--- config.mk ---
export PLATFORM = sky130hd
export DESIGN_NAME = itda_acc_tile
export DESIGN_NICKNAME = d
export VERILOG_FILES = /design/src/rtl/itda_pkg.sv /design/src/rtl/itda_acc_tile.sv
export SDC_FILE = /design/constraint.sdc
export NUM_CORES = 2
export LEC_CHECK = 0
export ABC_AREA = 0
export ABC_CLOCK_PERIOD_IN_PS = 3600
export BUFFER_PORTS_ARGS = -buffer_cell sky130_fd_sc_hd__buf_2
export CORE_ASPECT_RATIO = 0.75
export CORE_UTILIZATION = 45
export DETAILED_ROUTE_END_ITERATION = 8
export GPL_TIMING_DRIVEN = 0
export HOLD_SLACK_MARGIN = 0.1
export PLACE_DENSITY = 0.62
export REMOVE_ABC_BUFFERS = 1
export SLEW_MARGIN = 20
export SYNTH_ARGS = -nofsm -noshare
export SYNTH_HDL_FRONTEND = slang
export SYNTH_SLANG_ARGS = --single-unit
--- constraint.sdc ---
create_clock -name clk_i -period 3.6 [get_ports clk_i]
set_input_delay 0.72 -clock clk_i [delete_from_list [all_inputs] [get_ports clk_i]]
set_output_delay 0.72 -clock clk_i [all_outputs]
set_load 0.03 [all_outputs]
--- src/rtl/itda_pkg.sv ---
package itda_pkg;

  // tile geometry
  localparam int unsigned TileRows     = 4;
  localparam int unsigned ColumnGroups = 8;
  localparam int unsigned ColsPerGroup = 4;
  localparam int unsigned TileSlots    = TileRows * ColumnGroups;
  localparam int unsigned SlotIdxW     = (TileSlots > 1) ? $clog2(TileSlots) : 1;

  localparam int unsigned AccW  = 32;
  localparam int unsigned ByteW = 8;

  // saturation bounds of a pair sum
  localparam logic signed [17:0] PairMax = 18'sd32767;
  localparam logic signed [17:0] PairMin = -18'sd32768;

  typedef enum logic {
    OP_LOAD = 1'b0,
    OP_MAC  = 1'b1
  } op_e;

  typedef struct packed {
    op_e                op;
    logic [1:0]         row;
    logic [2:0]         group;
    logic [31:0]        a_quad;
    logic [31:0]        b_col0;
    logic [31:0]        b_col1;
    logic [31:0]        b_col2;
    logic [31:0]        b_col3;
    logic signed [31:0] init0;
    logic signed [31:0] init1;
    logic signed [31:0] init2;
    logic signed [31:0] init3;
  } in_t;

  typedef struct packed {
    logic signed [31:0] acc0;
    logic signed [31:0] acc1;
    logic signed [31:0] acc2;
    logic signed [31:0] acc3;
  } out_t;

  // four accumulators of one row and group, element c is column c
  typedef logic [ColsPerGroup-1:0][AccW-1:0] acc_slot_t;

  typedef struct packed {
    logic                en;
    logic [SlotIdxW-1:0] idx;
    acc_slot_t           data;
  } tile_wr_t;

endpackage

--- src/rtl/itda_acc_tile.sv ---
module itda_acc_tile import itda_pkg::*; (
  input  logic                clk_i,
  input  logic                rst_ni,
  input  logic [SlotIdxW-1:0] rd_idx_i,
  output acc_slot_t           rd_data_o,
  input  tile_wr_t            wr_i
);

  acc_slot_t             mem_q [TileSlots];
  logic [TileSlots-1:0]  valid_q;

  // a slot never written since reset reads as zero
  assign rd_data_o = valid_q[rd_idx_i] ? mem_q[rd_idx_i] : '0;

  always_ff @(posedge clk_i or negedge rst_ni) begin
    if (!rst_ni) begin
      valid_q <= '0;
    end else if (wr_i.en) begin
      valid_q[wr_i.idx] <= 1'b1;
    end
  end

  always_ff @(posedge clk_i) begin
    if (wr_i.en) begin
      mem_q[wr_i.idx] <= wr_i.data;
    end
  end

endmodule

# ---- Word-level counts from Yosys, hierarchy flattened
# Memory sizes are Yosys's and may differ from the RTL's.
# Index checks and enable logic that the tools add are counted.
dict set report op_classes {
  bitwise_logic 1
  magnitude_cmp 3
  reduce_logical 1
  mux 7
}
# operator n
set ops {}
lappend ops {{128-bit two-way mux} 1}
lappend ops {{32-bit OR} 1}
lappend ops {{5-bit by 6-bit less-than comparator with 1-bit output (second input constant)} 2}
lappend ops {{1-bit binary-select mux with 5-bit select} 1}
lappend ops {{1-bit demux with 5-bit select} 1}
lappend ops {{5-bit by 1-bit >= comparator with 1-bit output (second input constant)} 1}
lappend ops {{1-bit two-way mux} 4}
lappend ops {{1-bit logical AND} 1}
dict set report totals {
  word_cells 14
  mem_count 1
  out_inout_bits 128
  input_bits 141
  regBits 32
  mem_bits_rw 4096
}
# memory words word_bits rd rd_clocked_by_memory_dff wr line_no
set mem_list {}
lappend mem_list {mem_q 32 128 1 0 1 itda_acc_tile.sv:9} ;# acc_slot_t mem_q [TileSlots];

# ---- Longest topological paths before layout
dict set report logic_depth {
  depth_word 5
  mapped_depth 10
}

# ---- Least setup slack after synthesis
# No wires, ideal clock.
dict set report synth_timing {
  path_kind {in2reg}
  from {in wr_i[129] (netlist bit)}
  to {reg valid_q[12]}
  t_arrival_ps 7304
  setup_ps 99
  slack_ps -3803
  required_time_ps 3501
  path_buffers 1
  cell_stages 4
  path_cell_list {or3b_2 -> clkbuf_1 -> nor2_1 -> or2_2}
}
dict set report synth_between {
  elab_chain_cells 5
}
# item line_no
set synth_rtl {}
lappend synth_rtl {{start: declaration} itda_acc_tile.sv:6} ;# input tile_wr_t wr_i
lappend synth_rtl {{5-bit by 6-bit less-than comparator with 1-bit output (implied by the code) or 5-bit by 1-bit >= comparator with 1-bit output (tied branches)} itda_acc_tile.sv:19} ;# valid_q[wr_i.idx] <= 1'b1;
lappend synth_rtl {{1-bit logical AND (implied by the code)} itda_acc_tile.sv:19}
lappend synth_rtl {{1-bit two-way mux (implied by the code)} itda_acc_tile.sv:19}
lappend synth_rtl {{1-bit demux with 5-bit select *} itda_acc_tile.sv:19}
lappend synth_rtl {{32-bit OR (no line) *} n/a}
lappend synth_rtl {{end signal: assignment} itda_acc_tile.sv:17} ;# valid_q <= '0;
lappend synth_rtl {{end signal: indexed assignment} itda_acc_tile.sv:19}
lappend synth_rtl {{end: declaration} itda_acc_tile.sv:10} ;# logic [TileSlots-1:0] valid_q;
# Every way passes the cells marked *; elsewhere a longest branch is shown, timed or not.
# A chain may end at the register's enable or synchronous reset.

==> impl_metrics.prom <==
# TYPE chip_impl_metric gauge
chip_impl_metric{name="cp_num_buf_inv",unit=""} 6
chip_impl_metric{name="postSynthRegisterBits",unit=""} 4128
chip_impl_info{name="violations",value="negative setup slack"} 1
chip_impl_metric{name="synthCells",unit=""} 7563
chip_impl_info{name="cts_root_buffer",value="clkbuf_16"} 1
chip_impl_info{name="crit-reg2reg-launch",value="valid_q[14]"} 1
chip_impl_metric{name="cap_viol_max_count",unit=""} 0
chip_impl_metric{name="pre_cts_slack",unit="ns"} -3.650
chip_impl_info{name="critical-path-slowest-cell",value="mux4_2"} 1
chip_impl_metric{name="synthArstFlopShare",unit=""} 0.007752
chip_impl_metric{name="die_width",unit="um"} 689.9
chip_impl_metric{name="post_drt_wl_per_cell",unit="um"} 35.14
chip_impl_metric{name="clkSlewWorstSetupHoldPaths",unit="ns"} 0.06
chip_impl_metric{name="groute.usage.overall",unit=""} 0.2559
chip_impl_metric{name="cts_htree_levels",unit=""} 5
chip_impl_metric{name="number_of_enable_flip_flop_cells_after_synthesis",unit=""} 4096
chip_impl_metric{name="synth-seq-area-share",unit=""} 0.7752
chip_impl_metric{name="route.antenna.remaining_nets",unit=""} 0
chip_impl_info{name="grt_setup_unrepaired",value="true"} 1
chip_impl_metric{name="power.ir.vdd_worst",unit="mV"} 0.4083
chip_impl_metric{name="remaining_drcs",unit=""} 0
chip_impl_metric{name="final_period_minus_worst_setup_slack",unit="ns"} 4.037
chip_impl_info{name="critPathKind",value="reg2out"} 1
chip_impl_metric{name="drv_slew",unit=""} 0
chip_impl_metric{name="drt_iter0_markers",unit=""} 11223
chip_impl_metric{name="final.period_utilization",unit=""} 1.121
chip_impl_metric{name="cp_data_required_time",unit="ns"} 2.88
chip_impl_metric{name="number_of_synthesis_warnings",unit=""} 0
chip_impl_metric{name="placed_cells",unit=""} 12497
chip_impl_metric{name="syn_area",unit="um2"} 159700
chip_impl_metric{name="finalWirelength",unit="mm"} 472.7
chip_impl_metric{name="leakage",unit="nW"} 63.64
chip_impl_metric{name="timing.final.ws_setup",unit="ns"} -0.4374
chip_impl_info{name="crit_chain",value="mux4_2 > mux2_4 > nand3_2 > nand4_1 > buf_6 > buf_12 > buf_8 > buf_12 > buf_12 > o211a_4 > buf_6"} 1
chip_impl_metric{name="nets",unit=""} 8578
chip_impl_metric{name="via_count_of_the_first_global_routing_pass",unit=""} 83381
chip_impl_metric{name="arrival",unit="ns"} 3.32
chip_impl_metric{name="overflow",unit=""} 0
chip_impl_metric{name="antenna_found_initial",unit=""} 63
chip_impl_info{name="layout_commonest_cell",value="edfxtp_1"} 1
chip_impl_metric{name="cp.depth",unit=""} 11
chip_impl_metric{name="grt_start_max_net_pins",unit=""} 88
chip_impl_metric{name="r2r_setup_slack",unit="ns"} 2.67
chip_impl_metric{name="timing.hold.worst_path_depth",unit=""} 1
chip_impl_metric{name="transition_time_at_the_pin_with_the_least_slew_margin",unit="ns"} 0.9074
chip_impl_metric{name="ios",unit=""} 269
chip_impl_info{name="crit-reg2reg-capture",value="valid_q[14]"} 1
chip_impl_metric{name="clock_insertion_delay_worst_skew",unit="ns"} 0.88
chip_impl_metric{name="die-area",unit="um2"} 357300
chip_impl_metric{name="effective_utilization_at_floorplan",unit=""} 0.4520
chip_impl_metric{name="finish.cell_count_without_fillers",unit=""} 13450
chip_impl_metric{name="grt_first_pass_wirelength",unit="mm"} 645.4
chip_impl_info{name="synth_flop_cell",value="edfxtp_1"} 1
chip_impl_metric{name="via_per_inst",unit=""} 6.344
chip_impl_metric{name="design_area",unit="um2"} 194000
chip_impl_info{name="hold_path_end",value="mem_q[26][98]"} 1
chip_impl_info{name="critPathLaunchType",value="flip-flop"} 1
chip_impl_metric{name="count_of_fill_cells_added_during_filler_insertion",unit=""} 26016
chip_impl_info{name="tritoncts",value="built"} 1
chip_impl_info{name="final_cell_mix",value="edfxtp_1, mux2i_1, mux4_2"} 1
chip_impl_metric{name="cpPeakStageDelay",unit="ns"} 0.47
chip_impl_metric{name="slew-limit-headroom",unit=""} 0.3932
chip_impl_metric{name="fmaxAchievable",unit="MHz"} 247.7
chip_impl_metric{name="dieHeight",unit="um"} 517.9
chip_impl_metric{name="critPathMaxFanout",unit=""} 5
chip_impl_metric{name="yosysUniqueCellTypes",unit=""} 46
chip_impl_info{name="hp-start",value="wr_i[98]"} 1
chip_impl_metric{name="setup_viol_count_final",unit=""} 128
chip_impl_metric{name="dr_total_vias",unit=""} 85333
chip_impl_metric{name="instance_area_after_placement",unit="um2"} 175300
chip_impl_metric{name="timing.final.hold_violations",unit=""} 0
chip_impl_metric{name="worst_r2r_path_depth",unit=""} 2
chip_impl_metric{name="clock_path_buffers",unit=""} 4
chip_impl_metric{name="synthesis_to_finish_area_growth",unit="%"} 21.51
chip_impl_metric{name="placement.io_buffers",unit=""} 268
chip_impl_metric{name="design.core.area",unit="um2"} 353300
chip_impl_metric{name="totalNegativeSetupSlack",unit="ns"} -44.09
chip_impl_metric{name="post_synth.cell_area_avg",unit="um2"} 21.12
chip_impl_info{name="worst_path_dominant_cell_family",value="buffers and inverters"} 1
chip_impl_info{name="holdCritPathClass",value="in2reg"} 1
chip_impl_metric{name="drive_gt1_frac",unit=""} 0.2834
chip_impl_metric{name="p_per_area",unit="nW/um2"} 529.8
chip_impl_metric{name="post-dp-hpwl",unit="mm"} 269.5
chip_impl_metric{name="place_congestion",unit=""} 0.6832
chip_impl_metric{name="worst_clock_skew",unit="ns"} 0
chip_impl_info{name="run_status",value="finished with violations"} 1
chip_impl_metric{name="cts.sink_count",unit=""} 4128
chip_impl_metric{name="tritonroute_pass_1_iters",unit=""} 5
chip_impl_info{name="cp_common_cell",value="buf_12"} 1
chip_impl_info{name="endpoint_kind",value="output port"} 1
chip_impl_metric{name="overall_power_of_the_completed_layout",unit="mW"} 102.8
chip_impl_metric{name="tritoncts_buffers",unit=""} 393
chip_impl_metric{name="floorplan.rows",unit=""} 189
## power by group
part	internal [mW]	switching (mW)	leakage, nW
Combinational	3.55	4.86	20.3
Sequential	53.5	0.165	37.3
Clock	23.3	17.5	6.08
## area by class of cell
cell class	instances	area, um2	share of cell area
Tap cell	4679	5854	0.03017
Antenna cell	25	62.56	0.0003224
Clock inverter	207	1971	0.01016
Multi-Input combinational cell	2954	34520	0.1779
Inverter	3	40.04	0.0002063
Clock buffer	497	10480	0.05401
Timing Repair Buffer	957	17310	0.08923
Sequential cell	4128	123800	0.6380
## metal layers
layer | track usage | part of all wire | vias up
met5 | 0 | 0.00032 | -
met4 | 0.07836 | 0.035 | 24
met3 | 0.03880 | 0.086 | 926
met2 | 0.4209 | 0.49 | 4549
met1 | 0.3547 | 0.39 | 45896
li1 | - | - | 33938
## cell usage after synthesis, types with 9 or more instances
cell | instances | area, um2
nand2b_1 | 31 | 193.9
a31oi_1 | 37 | 231.5
nand2_1 | 39 | 146.4
o211ai_1 | 101 | 758.2
mux2i_1 | 734 | 7347
buf_1 | 44 | 165.2
a21oi_1 | 105 | 525.5
o21ai_1 | 16 | 80.08
o211a_1 | 101 | 1011
edfxtp_1 | 4096 | 123000
nor2_1 | 124 | 465.5
clkbuf_1 | 190 | 713.2
mux4_2 | 664 | 14950
nand3_1 | 153 | 765.7
o21ai_0 | 145 | 725.7
a221oi_1 | 244 | 2137
and3_1 | 10 | 62.56
a221o_1 | 51 | 510.5
and2_1 | 15 | 93.84
o32ai_1 | 14 | 122.6
a211oi_1 | 9 | 67.56
o31ai_1 | 17 | 127.6
a22oi_1 | 117 | 878.3
a221oi_2 | 63 | 945.9
buf_2 | 111 | 555.5
nor3_1 | 85 | 425.4
or2_2 | 47 | 294.0
buf_4 | 56 | 420.4
dfrtp_1 | 32 | 800.8
buf_6 | 68 | 765.7
## what timing repair did
action,CTS,global route
endpoints found under the hold margin,32,0
setup buffers,58,73
hold buffers,1,0
pin swaps,19,44
gates cloned,74,23
endpoints found under the setup margin,128,128
resized for setup,471,125
## worst max path at each step
stage           startpoint             end
3_3_place_gp   rd_idx_i[1]   rd_data_o[73]
2_1_floorplan  rd_idx_i[2]    rd_data_o[0]
6_report        valid_q[1]  rd_data_o[124]
3_5_place_dp   rd_idx_i[0]   rd_data_o[72]
4_1_cts        valid_q[14]   rd_data_o[23]
5_1_grt         valid_q[1]   rd_data_o[58]
## kinds of logic after synthesis
| group | count (synthesis) | share of synthesized area |
|---|---|---|
| AND/OR/NAND/NOR | 526 | 0.01629 |
| buffers and inverters | 482 | 0.01750 |
| flip-flops | 4128 | 0.7752 |
| AO/OA/AOI/OAI | 1027 | 0.05122 |
| multiplexers | 1400 | 0.1398 |
## stage by stage
stage | utilization | hold slack, ns
after global placement | 0.4645 | 0.4429
after CTS | 0.5445 | 0.2205
after global routing | 0.5491 | 0.2672
after floorplan | - | 0.4244
after detailed placement | 0.4961 | 0.4477
final | 0.5492 | 0.2905
## flip-flops by register name (all words and copies together) (netlist names)
| signal | cells |
|---|---|
| mem_q | 4096 |
| valid_q | 32 |
Power figures use the tool's default switching activity.
