<file path="src/rtl/itda_pkg.sv">
package itda_pkg;

  // tile geometry
  localparam int unsigned TileRows     = 4;
  localparam int unsigned ColumnGroups = 8;
  localparam int unsigned ColsPerGroup = 4;
  localparam int unsigned TileSlots    = TileRows * ColumnGroups;
  localparam int unsigned SlotIdxW     = (TileSlots > 1) ? $clog2(TileSlots) : 1;

  localparam int unsigned AccW  = 32;
  localparam int unsigned ByteW = 8;

  // saturation bounds of a pair sum
  localparam logic signed [17:0] PairMax = 18'sd32767;
  localparam logic signed [17:0] PairMin = -18'sd32768;

  typedef enum logic {
    OP_LOAD = 1'b0,
    OP_MAC  = 1'b1
  } op_e;

  typedef struct packed {
    op_e                op;
    logic [1:0]         row;
    logic [2:0]         group;
    logic [31:0]        a_quad;
    logic [31:0]        b_col0;
    logic [31:0]        b_col1;
    logic [31:0]        b_col2;
    logic [31:0]        b_col3;
    logic signed [31:0] init0;
    logic signed [31:0] init1;
    logic signed [31:0] init2;
    logic signed [31:0] init3;
  } in_t;

  typedef struct packed {
    logic signed [31:0] acc0;
    logic signed [31:0] acc1;
    logic signed [31:0] acc2;
    logic signed [31:0] acc3;
  } out_t;

  // four accumulators of one row and group, element c is column c
  typedef logic [ColsPerGroup-1:0][AccW-1:0] acc_slot_t;

  typedef struct packed {
    logic                en;
    logic [SlotIdxW-1:0] idx;
    acc_slot_t           data;
  } tile_wr_t;

endpackage

</file>
<file path="src/rtl/itda_quad_dot.sv">
module itda_quad_dot import itda_pkg::*; (
  input  logic [31:0]         a_i,
  input  logic [31:0]         b_i,
  output logic signed [31:0]  dot_o
);

  logic signed [16:0] prod [4];
  logic signed [17:0] pair_lo;
  logic signed [17:0] pair_hi;
  logic signed [15:0] sat_lo;
  logic signed [15:0] sat_hi;
  logic signed [16:0] sum;

  // unsigned activation byte times signed weight byte
  always_comb begin
    for (int i = 0; i < 4; i++) begin
      prod[i] = 17'($signed({1'b0, a_i[ByteW*i +: ByteW]}))
              * 17'($signed(b_i[ByteW*i +: ByteW]));
    end
  end

  assign pair_lo = 18'(prod[0]) + 18'(prod[1]);
  assign pair_hi = 18'(prod[2]) + 18'(prod[3]);

  always_comb begin
    if (pair_lo > PairMax) begin
      sat_lo = 16'sh7fff;
    end else if (pair_lo < PairMin) begin
      sat_lo = -16'sh8000;
    end else begin
      sat_lo = pair_lo[15:0];
    end
    if (pair_hi > PairMax) begin
      sat_hi = 16'sh7fff;
    end else if (pair_hi < PairMin) begin
      sat_hi = -16'sh8000;
    end else begin
      sat_hi = pair_hi[15:0];
    end
  end

  assign sum   = 17'(sat_lo) + 17'(sat_hi);
  assign dot_o = 32'(sum);

endmodule

</file>
<file path="config.mk">
export PLATFORM = sky130hd
export DESIGN_NAME = itda_quad_dot
export DESIGN_NICKNAME = d
export VERILOG_FILES = /design/src/rtl/itda_pkg.sv /design/src/rtl/itda_quad_dot.sv
export SDC_FILE = /design/constraint.sdc
export NUM_CORES = 1
export LEC_CHECK = 0
export BUFFER_PORTS_ARGS = -buffer_cell sky130_fd_sc_hd__buf_2
export CORE_ASPECT_RATIO = 1.5
export CORE_UTILIZATION = 30
export DETAILED_ROUTE_END_ITERATION = 6
export GPL_TIMING_DRIVEN = 1
export PLACE_DENSITY = 0.59
export SLEW_MARGIN = 20
export SYNTH_ARGS = -nofsm -noshare
export SYNTH_HDL_FRONTEND = slang
export SYNTH_SLANG_ARGS = --single-unit
</file>
<file path="constraint.sdc">
create_clock -name vclk -period 9.8
set_clock_uncertainty 0.2 [all_clocks]
set_input_delay 0.98 -clock vclk [all_inputs]
set_output_delay 0.98 -clock vclk [all_outputs]
set_load 0.005 [all_outputs]
</file>
; ---- Word level (Yosys, flattened, before mapping)
; Cells that the tools add are included.
[word_totals]
reg_bits = 0
latch_bits = 0
ram_bits = 0
romBits = 0
in_bits = 64
n_memories = 0
[classes]
add_sub_neg = 3
n_mul = 4
n_div = 0
order_cmp = 4
n_eq_ne = 0
n_shift = 0
mux = 4
n_bitwise = 0
n_reduce_logical = 0
[ops]
columns = cell, count
row1 = 9-bit by 8-bit multiplier with 17-bit output, 4
row2 = 16-bit two-way mux, 4
row3 = 17-bit by 17-bit adder with 18-bit output, 2
row4 = "18-bit by 16-bit greater-than comparator with 1-bit output, second input constant", 2
row5 = "18-bit by 16-bit less-than comparator with 1-bit output, second input constant", 2
row6 = 16-bit by 16-bit adder with 17-bit output, 1

; ---- Logic depth before layout (Yosys ltp)
; Gate-level depths: netlist (run 1).
[depth]
ltp_word = 6
ltp_mapped = 34
ltp_nobuf = 31

; ---- Least setup slack after synthesis (run 1)
; Ideal clock, no wire load.
[synth_timing]
path_kind = input-to-output
start = input port a_i[20]
end = output port dot_o[17]
arrival_ns = 8.705
required_time_ns = 8.620
path_slack_ns = -0.085
stages = 31
path_cell_list = and2_1 -> fa_1 -> inv_1 -> fa_1 -> fa_1 -> inv_1 -> fa_1 -> fa_1 -> inv_1 -> fa_1 -> inv_1 -> ha_1 -> a21o_1 -> a221oi_1 -> o2bb2ai_1 -> mux2i_1 -> o211ai_1 -> a21oi_1 -> buf_2 -> o21ai_0 -> ha_1 -> inv_1 -> fa_1 -> nor2b_1 -> o21ai_1 -> a21boi_0 -> nor4_1 -> o21ai_0 -> o31a_1 -> a221oi_1 -> buf_4
[synth_via]
elab_chain_len = 6
[synth_rtl]
columns = element, line
row1 = start: declaration, itda_quad_dot.sv:2  ; input logic [31:0] a_i,
row2 = 9-bit by 8-bit multiplier with 17-bit output *, itda_quad_dot.sv:18  ; * 17'($signed(b_i[ByteW*i +: ByteW]));
row3 = 17-bit by 17-bit adder with 18-bit output *, itda_quad_dot.sv:23  ; assign pair_hi = 18'(prod[2]) + 18'(prod[3]);
row4 = 18-bit by 16-bit less-than comparator with 1-bit output, itda_quad_dot.sv:35  ; end else if (pair_hi < PairMin) begin
row5 = 16-bit two-way mux, itda_quad_dot.sv:35
row6 = 16-bit two-way mux *, itda_quad_dot.sv:33  ; if (pair_hi > PairMax) begin
row7 = 16-bit by 16-bit adder with 17-bit output *, itda_quad_dot.sv:42  ; assign sum = 17'(sat_lo) + 17'(sat_hi);
row8 = end: declaration, itda_quad_dot.sv:4  ; output logic signed [31:0] dot_o
; Every way passes the cells marked *; elsewhere a longest branch is shown, timed or not.

; ---- Final worst setup path (run 1)
[layout_timing]
start = input port a_i[21]
end = output port dot_o[27]
; The elaborated chain is that of the path after synthesis.

==> results of run 1 <==
-- layout by cell type (no fill, tap or decap), types with 4 or more instances in the layout --
cell type	count
nor2_1	39
nand2_1	88
o21a_1	7
ha_1	152
xnor2_1	20
a21oi_1	40
and3_1	4
buf_2	95
nand3_1	13
nand2b_1	18
and2_1	152
a211oi_1	6
xor2_1	17
o21ai_0	22
ha_4	5
buf_4	49
a21oi_2	7
inv_1	290
nor3_1	8
o211ai_1	6
nor2b_1	5
o21ai_1	12
a21o_1	14
fa_1	196
a31oi_1	4
-- synth_stat cells, types with 2 or more instances --
cell type and number:
and3_1 6, a21o_1 14, ha_1 158, nand4_1 3
o211a_1 2, nor3_2 2, xor2_1 17, nand2b_1 18
xnor2_1 21, or3_1 3, clkbuf_1 3, a21boi_0 3
o21a_1 7, o41ai_1 2, o21bai_1 3, buf_4 15
a221oi_1 2, a2111o_1 2, nor4_1 2, nor2_1 39
fa_1 199, nor3_1 9, or3_4 2, o21ai_0 26
o21ai_1 12, nand3_1 13, o211ai_1 6, inv_1 291
buf_6 2, a211oi_1 8, buf_2 3, nand2_1 88
a211o_1 2, a21oi_1 46, and2_1 154, a31oi_1 5
nor2b_1 6
-- timing repair --
action                                  CTS  global route
endpoints found under the setup margin   19            24
setup buffers                             0            25
pin swaps                                 0            19
gates resized for setup                   5            52
cloned                                    0             3
-- worst max-delay path by stage --
stage                     cells past startpoint  slack (ps)   endpoint
after floorplan                              31         330  dot_o[17]
after detailed placement                     32         -60  dot_o[14]
after global placement                       33         -40  dot_o[12]
final                                        32         260  dot_o[27]
after CTS                                    30          30  dot_o[15]
after global routing                         32         -20  dot_o[16]
-- logic make-up (layout without fill, tap and decap cells) --
group,after synthesis,after routing,synth area share [%]
buf+inv,314,440,12.0
fa+ha+maj,357,357,57.2
xor+xnor,38,38,3.20
simple gates,348,348,17.8
compound gates,155,157,9.65
mux,1,1,0.0961
-- layer usage --
layer | global-route usage (%) | vias to the layer above | wire, microns
met5 | 0 | - | 0
met1 | 16.8 | 4106 | 10100
met2 | 28.8 | 145 | 14200
li1 | - | 4017 | -
met4 | 3.19 | 0 | 843
met3 | 0.697 | 39 | 585
-- through the flow --
| stage | hold WS [ps] | util [%] | TNS, ps | setup WS [ps] | cells |
|---|---|---|---|---|---|
| global route | 2800 | 35.1 | -187 | -24.6 | 1766 |
| global placement | 2800 | 33.6 | -91.7 | -42.0 | 1738 |
| finish | 2730 | 35.1 | 0 | 263 | 1766 |
| detailed placement | 2780 | 33.6 | -917 | -60.9 | 1738 |
| floorplan | 2260 | - | 0 | 334 | 1213 |
| CTS | 2790 | 33.7 | 0 | 30.0 | 1738 |
-- layout make-up --
cell class | instances | share of cell area, %
Inverter | 291 | 9.12
Multi-Input combinational cell | 901 | 78.9
Tap cell | 425 | 4.44
Timing Repair Buffer | 149 | 7.55
==> run metrics, run 1 <==
DRC=0; critical path class=input pin to output pin; initial antenna violation count=0; number of global-route vias before repair=8652; ranking of synthesized cells by area=fa_1 38%, ha_1 19%, inv_1 10%; Mapped Nets=1634; Yosys cell types=56; Core Area=34200 sq um; Crit. Startpoint=a_i[21]; RePlAce Congestion=0.900; CP max FO=8; Sequential Area=0 sq um; yosys warns=0; cell count after synthesis=1213; std cell rows=83; Fill cells=3529; finished layout cell area=12000 sq um; Die Footprint=35500 sq um; GRT Total Usage=14.5%; PortBufs=96; sequential cells=0; Slew HR=64.6%; worst slew pin tran=525 ps; Avg Cell Area, Syn=8.59 sq um; final period utilization=97.3%; Final Hold Viols=0; outcome=completed; buffer and inverter count on the worst path=9; placed inst area=11500 sq um; Hold Path Origin=b_i[0]; layout cells sized above 1=15.3%; fmax=105 MHz; placed wire-length estimate=22600 microns; first-pass GRT wire length=41800 microns; diodes inserted=0; drt total wl=25700 microns; Multi-input gate area=9450 sq um; Die Wd=154 microns; Seq/Total Area, Yosys=0%; Req. time, crit path=8620 ps; detail-routed net length per standard cell=14.6 microns; First DRT Iteration DRCs=292; Final setup viols=0; Yosys top cell by area=fa_1; fin nets=1764; top-area cell type share of the netlist area=38.3%; Tmin final=9540 ps; Slowest-stage cell, CP=fa_1; max incr delay on CP=560 ps; Crit path max-delay family=adder cells; crit path DAT=8360 ps; CP Capture Type=output pin; Die H=230 microns; drt pass-1 iters=5; hold path endpoint=dot_o[0]; DR vias/cell=4.70; Max Slew Vio Count=0; startpoint types=input pin; Cell Area, Synth=10400 sq um; Hold Path Class=input pin to output pin; initial core utilization=30.5%; largest net degree at the start of global routing=17; hold path depth=7; hold_buf cts=0; Via Count=8307; clk_buf instances=0; remaining antenna violation count=0; GR Overflow Total=0; crit-path most repeated cell=fa_1; Layout area overhead=15.0%; I/O pin cnt=96; # Max-Cap Violations=0
Power of run 1 is not shown: default switching activity piles up to over one toggle a cycle in this logic, so the estimate is an artifact.
==> run 2: changes to the inputs <==
--- a/config.mk
+++ b/config.mk
@@ -5,12 +5,13 @@
 export SDC_FILE = /design/constraint.sdc
 export NUM_CORES = 1
 export LEC_CHECK = 0
+export ABC_AREA = 1
 export BUFFER_PORTS_ARGS = -buffer_cell sky130_fd_sc_hd__buf_2
 export CORE_ASPECT_RATIO = 1.5
 export CORE_UTILIZATION = 30
 export DETAILED_ROUTE_END_ITERATION = 6
 export GPL_TIMING_DRIVEN = 1
-export PLACE_DENSITY = 0.59
+export PLACE_DENSITY = 0.58
 export SLEW_MARGIN = 20
 export SYNTH_ARGS = -nofsm -noshare
 export SYNTH_HDL_FRONTEND = slang
==> run metrics, run 2 <==
outcome=completed (unchanged); First DRT Iteration DRCs=328 (was 292); Multi-input gate area=8850 sq um (was 9450 sq um); critical path depth in cells=37 (was 32); GR Overflow Total=0 (unchanged); RSZ-0062 raised after global routing=false; setup ws final=531 ps (was 263 ps); number of global-route vias before repair=9472 (was 8652); Fill cells=3989 (was 3529); Seq/Total Area, Yosys=0% (unchanged); top-area cell type share of the netlist area=35.7% (was 38.3%); ranking of synthesized cells by area=fa_1 36%, ha_1 18%, inv_1 17% (was fa_1 38%, ha_1 19%, inv_1 10%); Global Route met3 Usage=0.765% (was 0.697%); detail-routed net length per standard cell=12.7 microns (was 14.6 microns); fmax=108 MHz (was 105 MHz); drt total wl=26900 microns (was 25700 microns); DR vias/cell=4.31 (was 4.70); Mapped Nets=2028 (was 1634); first-pass GRT wire length=45100 microns (was 41800 microns); Hold Path Origin=b_i[0] (unchanged); initial antenna violation count=0 (unchanged); met1 usage=15.3% (was 16.8%); Cell Area, Synth=11200 sq um (was 10400 sq um); Req. time, crit path=8620 ps (about the same); most frequent cells in the layout=505 x inv_1, 462 x nand2_1, 199 x fa_1 (was 290 x inv_1, 196 x fa_1, 152 x and2_1, 152 x ha_1, 95 x buf_2); remaining antenna violation count=0 (unchanged); drt pass-1 iters=5 (unchanged); Crit. Startpoint=b_i[23] (was a_i[21]); Yosys cell types=32 (was 56); largest net degree at the start of global routing=17 (unchanged); cell count after synthesis=1607 (was 1213); I/O pin cnt=96 (unchanged); final period utilization=94.6% (was 97.3%); Sequential Area=0 sq um (unchanged); sequential cells=0 (unchanged); crit-path most repeated cell=nand2_1 (was fa_1); diodes inserted=0 (unchanged); Synth top cells by count=505 x inv_1, 462 x nand2_1, 199 x fa_1 (was 291 x inv_1, 199 x fa_1, 158 x ha_1); Max Slew Vio Count=0 (unchanged); crit path DAT=8090 ps (was 8360 ps); worst slew pin tran=578 ps (was 525 ps); Hold Path Class=input pin to output pin (unchanged); Die H=238 microns (was 230 microns); yosys warns=0 (unchanged); top-count cell post-synth=inv_1 (unchanged); max incr delay on CP=550 ps (was 560 ps); most common cell after layout, fill and taps aside=inv_1 (unchanged); Die Wd=159 microns (was 154 microns); Final setup viols=0 (unchanged); std cell rows=86 (was 83); Slowest-stage cell, CP=fa_1 (unchanged); Final Hold Viols=0 (unchanged); Tmin final=9270 ps (was 9540 ps); hold_buf cts=0 (unchanged); buffer and inverter count on the worst path=10 (was 9); clk_buf instances=0 (unchanged); Placement Setup Slack=454 ps (was -60.9 ps); initial core utilization=30.4% (was 30.5%); Core Area=36700 sq um (was 34200 sq um); Layout area overhead=6.60% (was 15.0%); GRT Total Usage=14.6% (was 14.5%); Crit path max-delay family=adder cells (unchanged); RePlAce Congestion=0.926 (was 0.900); Die Footprint=38000 sq um (was 35500 sq um); met2 Usage GRT=30.2% (was 28.8%); Yosys top cell by area=fa_1 (unchanged); Slew HR=61.0% (was 64.6%); Via Count=9106 (was 8307); Avg Cell Area, Syn=6.94 sq um (was 8.59 sq um); PortBufs=96 (unchanged); Setup crit end=dot_o[10] (was dot_o[27]); DRC=0 (unchanged); layout cells sized above 1=8.41% (was 15.3%); startpoint types=input pin (unchanged); fin nets=2052 (was 1764); placed wire-length estimate=24900 microns (was 22600 microns); CP Capture Type=output pin (unchanged); critical path class=input pin to output pin (unchanged); CP max FO=16 (was 8); Final TNS setup=0 ps (unchanged); grt peak-use layer=met2 (unchanged); post_cts resized=0 (was 5); postcts setup bufs=0 (unchanged); # Max-Cap Violations=0 (unchanged); Hold Slack=2640 ps (was 2730 ps)
run 2: cells by family after synthesis:
group / Yosys count / synth area share, %
and+or+nand+nor: 575 / 20.7
AOI/OAI and AO/OA: 51 / 2.55
buffers and inverters: 590 / 20.7
xor gates and xnor gates: 34 / 2.67
adders and majority gates: 357 / 53.4
run 2: worst min path at each step:
stage	cells after the start	slack (ps)	end
floorplan	7	2390	dot_o[0]
global placement	8	2690	dot_o[0]
detailed placement	8	2690	dot_o[0]
CTS	8	2700	dot_o[0]
global route	8	2740	dot_o[0]
finish	8	2640	dot_o[0]
run 2: tightest hold or removal path, delay by kind of cell:
family / cells / cell delay (ps)
fa+ha+maj: 2 / 300
buf+inv: 3 / 370
simple gates: 3 / 200
run 2: final cells by class:
class              count  area share, %
repair buffers       101           4.35
multi-input cells   1017           74.4
well taps            484           5.09
inverters            511           16.1
run 2: metrics by stage:
step	instances	utilization, %	area [sq um]
after floorplan	1607	-	11200
after global placement	2113	32.4	11900
after detailed placement	2113	32.4	11900
after CTS	2113	32.4	11900
after global routing	2113	32.4	11900
final	2113	32.4	11900
run 2: per-layer routing:
metal	wire (microns)	vias to the layer above
met5	0	-
met4	1000	0
met3	612	50
met2	15300	152
met1	9990	4346
li1	-	4558
Power of run 2 is left out for the same reason.
==> run 3: changes to the inputs <==
--- a/config.mk
+++ b/config.mk
@@ -6,13 +6,14 @@
 export NUM_CORES = 1
 export LEC_CHECK = 0
 export ABC_AREA = 1
-export BUFFER_PORTS_ARGS = -buffer_cell sky130_fd_sc_hd__buf_2
+export BUFFER_PORTS_ARGS = -buffer_cell sky130_fd_sc_hd__clkbuf_2
 export CORE_ASPECT_RATIO = 1.5
 export CORE_UTILIZATION = 30
 export DETAILED_ROUTE_END_ITERATION = 6
 export GPL_TIMING_DRIVEN = 1
-export PLACE_DENSITY = 0.58
+export PLACE_DENSITY = 0.51
 export SLEW_MARGIN = 20
 export SYNTH_ARGS = -nofsm -noshare
 export SYNTH_HDL_FRONTEND = slang
 export SYNTH_SLANG_ARGS = --single-unit
+export TNS_END_PERCENT = 1
==> run metrics, run 3 (same netlist as run 2, synthesis figures left out) <==
placed wire-length estimate=25500 microns (was 24900 microns); Slowest-stage cell, CP=fa_1 (unchanged); Hold Path Class=input pin to output pin (unchanged); initial core utilization=30.4% (unchanged); remaining antenna violation count=0 (unchanged); startpoint types=input pin (unchanged); crit-path most repeated cell=nand2_1 (unchanged); Final setup viols=0 (unchanged); drt total wl=27500 microns (was 26900 microns); layout cells sized above 1=8.47% (was 8.41%); outcome=completed (unchanged); GRT Total Usage=15.1% (was 14.6%); critical path class=input pin to output pin (unchanged); placed inst area=11900 sq um (unchanged); largest net degree at the start of global routing=17 (unchanged); Req. time, crit path=8620 ps (about the same); initial antenna violation count=0 (unchanged); Die Footprint=38000 sq um (unchanged); crit path DAT=8050 ps (was 8090 ps); First DRT Iteration DRCs=312 (was 328); drt pass-1 iters=4 (was 5); fmax=108 MHz (about the same); diodes inserted=0 (unchanged); hold path depth=8 (unchanged); DR vias/cell=4.28 (was 4.31); setup ws final=571 ps (was 531 ps); Die H=238 microns (unchanged); DRC=0 (unchanged); Via Count=9038 (was 9106); I/O pin cnt=96 (unchanged); worst slew pin tran=448 ps (was 578 ps); CP Capture Type=output pin (unchanged); RePlAce Congestion=0.896 (was 0.926); Hold Slack=2660 ps (was 2640 ps); GR Overflow Total=0 (unchanged); number of global-route vias before repair=9602 (was 9472); sequential cells=0 (unchanged); Layout area overhead=6.64% (was 6.60%); finished layout cell area=11900 sq um (about the same); Final TNS setup=0 ps (unchanged); first-pass GRT wire length=46300 microns (was 45100 microns); Tmin final=9230 ps (was 9270 ps); detail-routed net length per standard cell=13.0 microns (was 12.7 microns); clk_buf instances=0 (unchanged); Placement Setup Slack=483 ps (was 454 ps); Die Wd=159 microns (unchanged); Slew HR=70.1% (was 61.0%); final period utilization=94.2% (was 94.6%); # Max-Cap Violations=0 (unchanged); Final Hold Viols=0 (unchanged); Core Area=36700 sq um (unchanged); hold_buf cts=0 (unchanged); CP max FO=16 (unchanged); most frequent cells in the layout=505 x inv_1, 462 x nand2_1, 199 x fa_1 (unchanged); PortBufs=96 (unchanged); RSZ-0062 raised after global routing=false (unchanged); Max Slew Vio Count=0 (unchanged); Sequential Area=0 sq um (unchanged); std cell rows=86 (unchanged); most common cell after layout, fill and taps aside=inv_1 (unchanged); max incr delay on CP=570 ps (was 550 ps); fin nets=2052 (unchanged)
## run 3: cell count changes in the layout (fill, tap and decap cells not counted)
cell        change
o21ai_1         +2
o21ai_0         -2
clkbuf_2       +96
clkinvlp_4      +1
buf_2          -96
clkinv_1        -1
## run 3: per-layer routing
metal  GRT usage, %  up-vias  share of wire [%]
li1               -     4546                  -
met1           16.3     4330                 37
met2           31.6      118                 58
met3          0.400       44                1.8
met4           3.76        0                2.8
met5              0        -                  0
## run 3: layout make-up
| type | count | area [sq um] |
|---|---|---|
| fillers | 4046 | 24800 |
| multi-input cells | 1017 | 8850 |
| repair buffers | 101 | 518 |
| inverters | 511 | 1920 |
| well taps | 484 | 606 |
## run 3: worst max-delay path, delay by kind of cell
family | cells | cell delay (ps)
and+or+nand+nor | 18 | 1920
buffers and inverters | 8 | 880
adders and majority gates | 8 | 3820
AOI/OAI and AO/OA | 2 | 420
## run 3: through the flow
step | cells | utilization (%)
3_3_place_gp | 2113 | 32.4
4_1_cts | 2113 | 32.4
6_report | 2113 | 32.4
5_1_grt | 2113 | 32.4
2_1_floorplan | 1607 | -
3_5_place_dp | 2113 | 32.4
## run 3: final timing paths
check / from / endpoint / slack, ps
max: a_i[16] / dot_o[16] / 570
min: a_i[0] / dot_o[0] / 2660
## run 3: timing repair
item | in CTS | in global routing
gates resized for setup | 0 | 3
endpoints found under the setup margin | 0 | 4
setup buffers | 0 | 0
Power of run 3 is left out for the same reason.
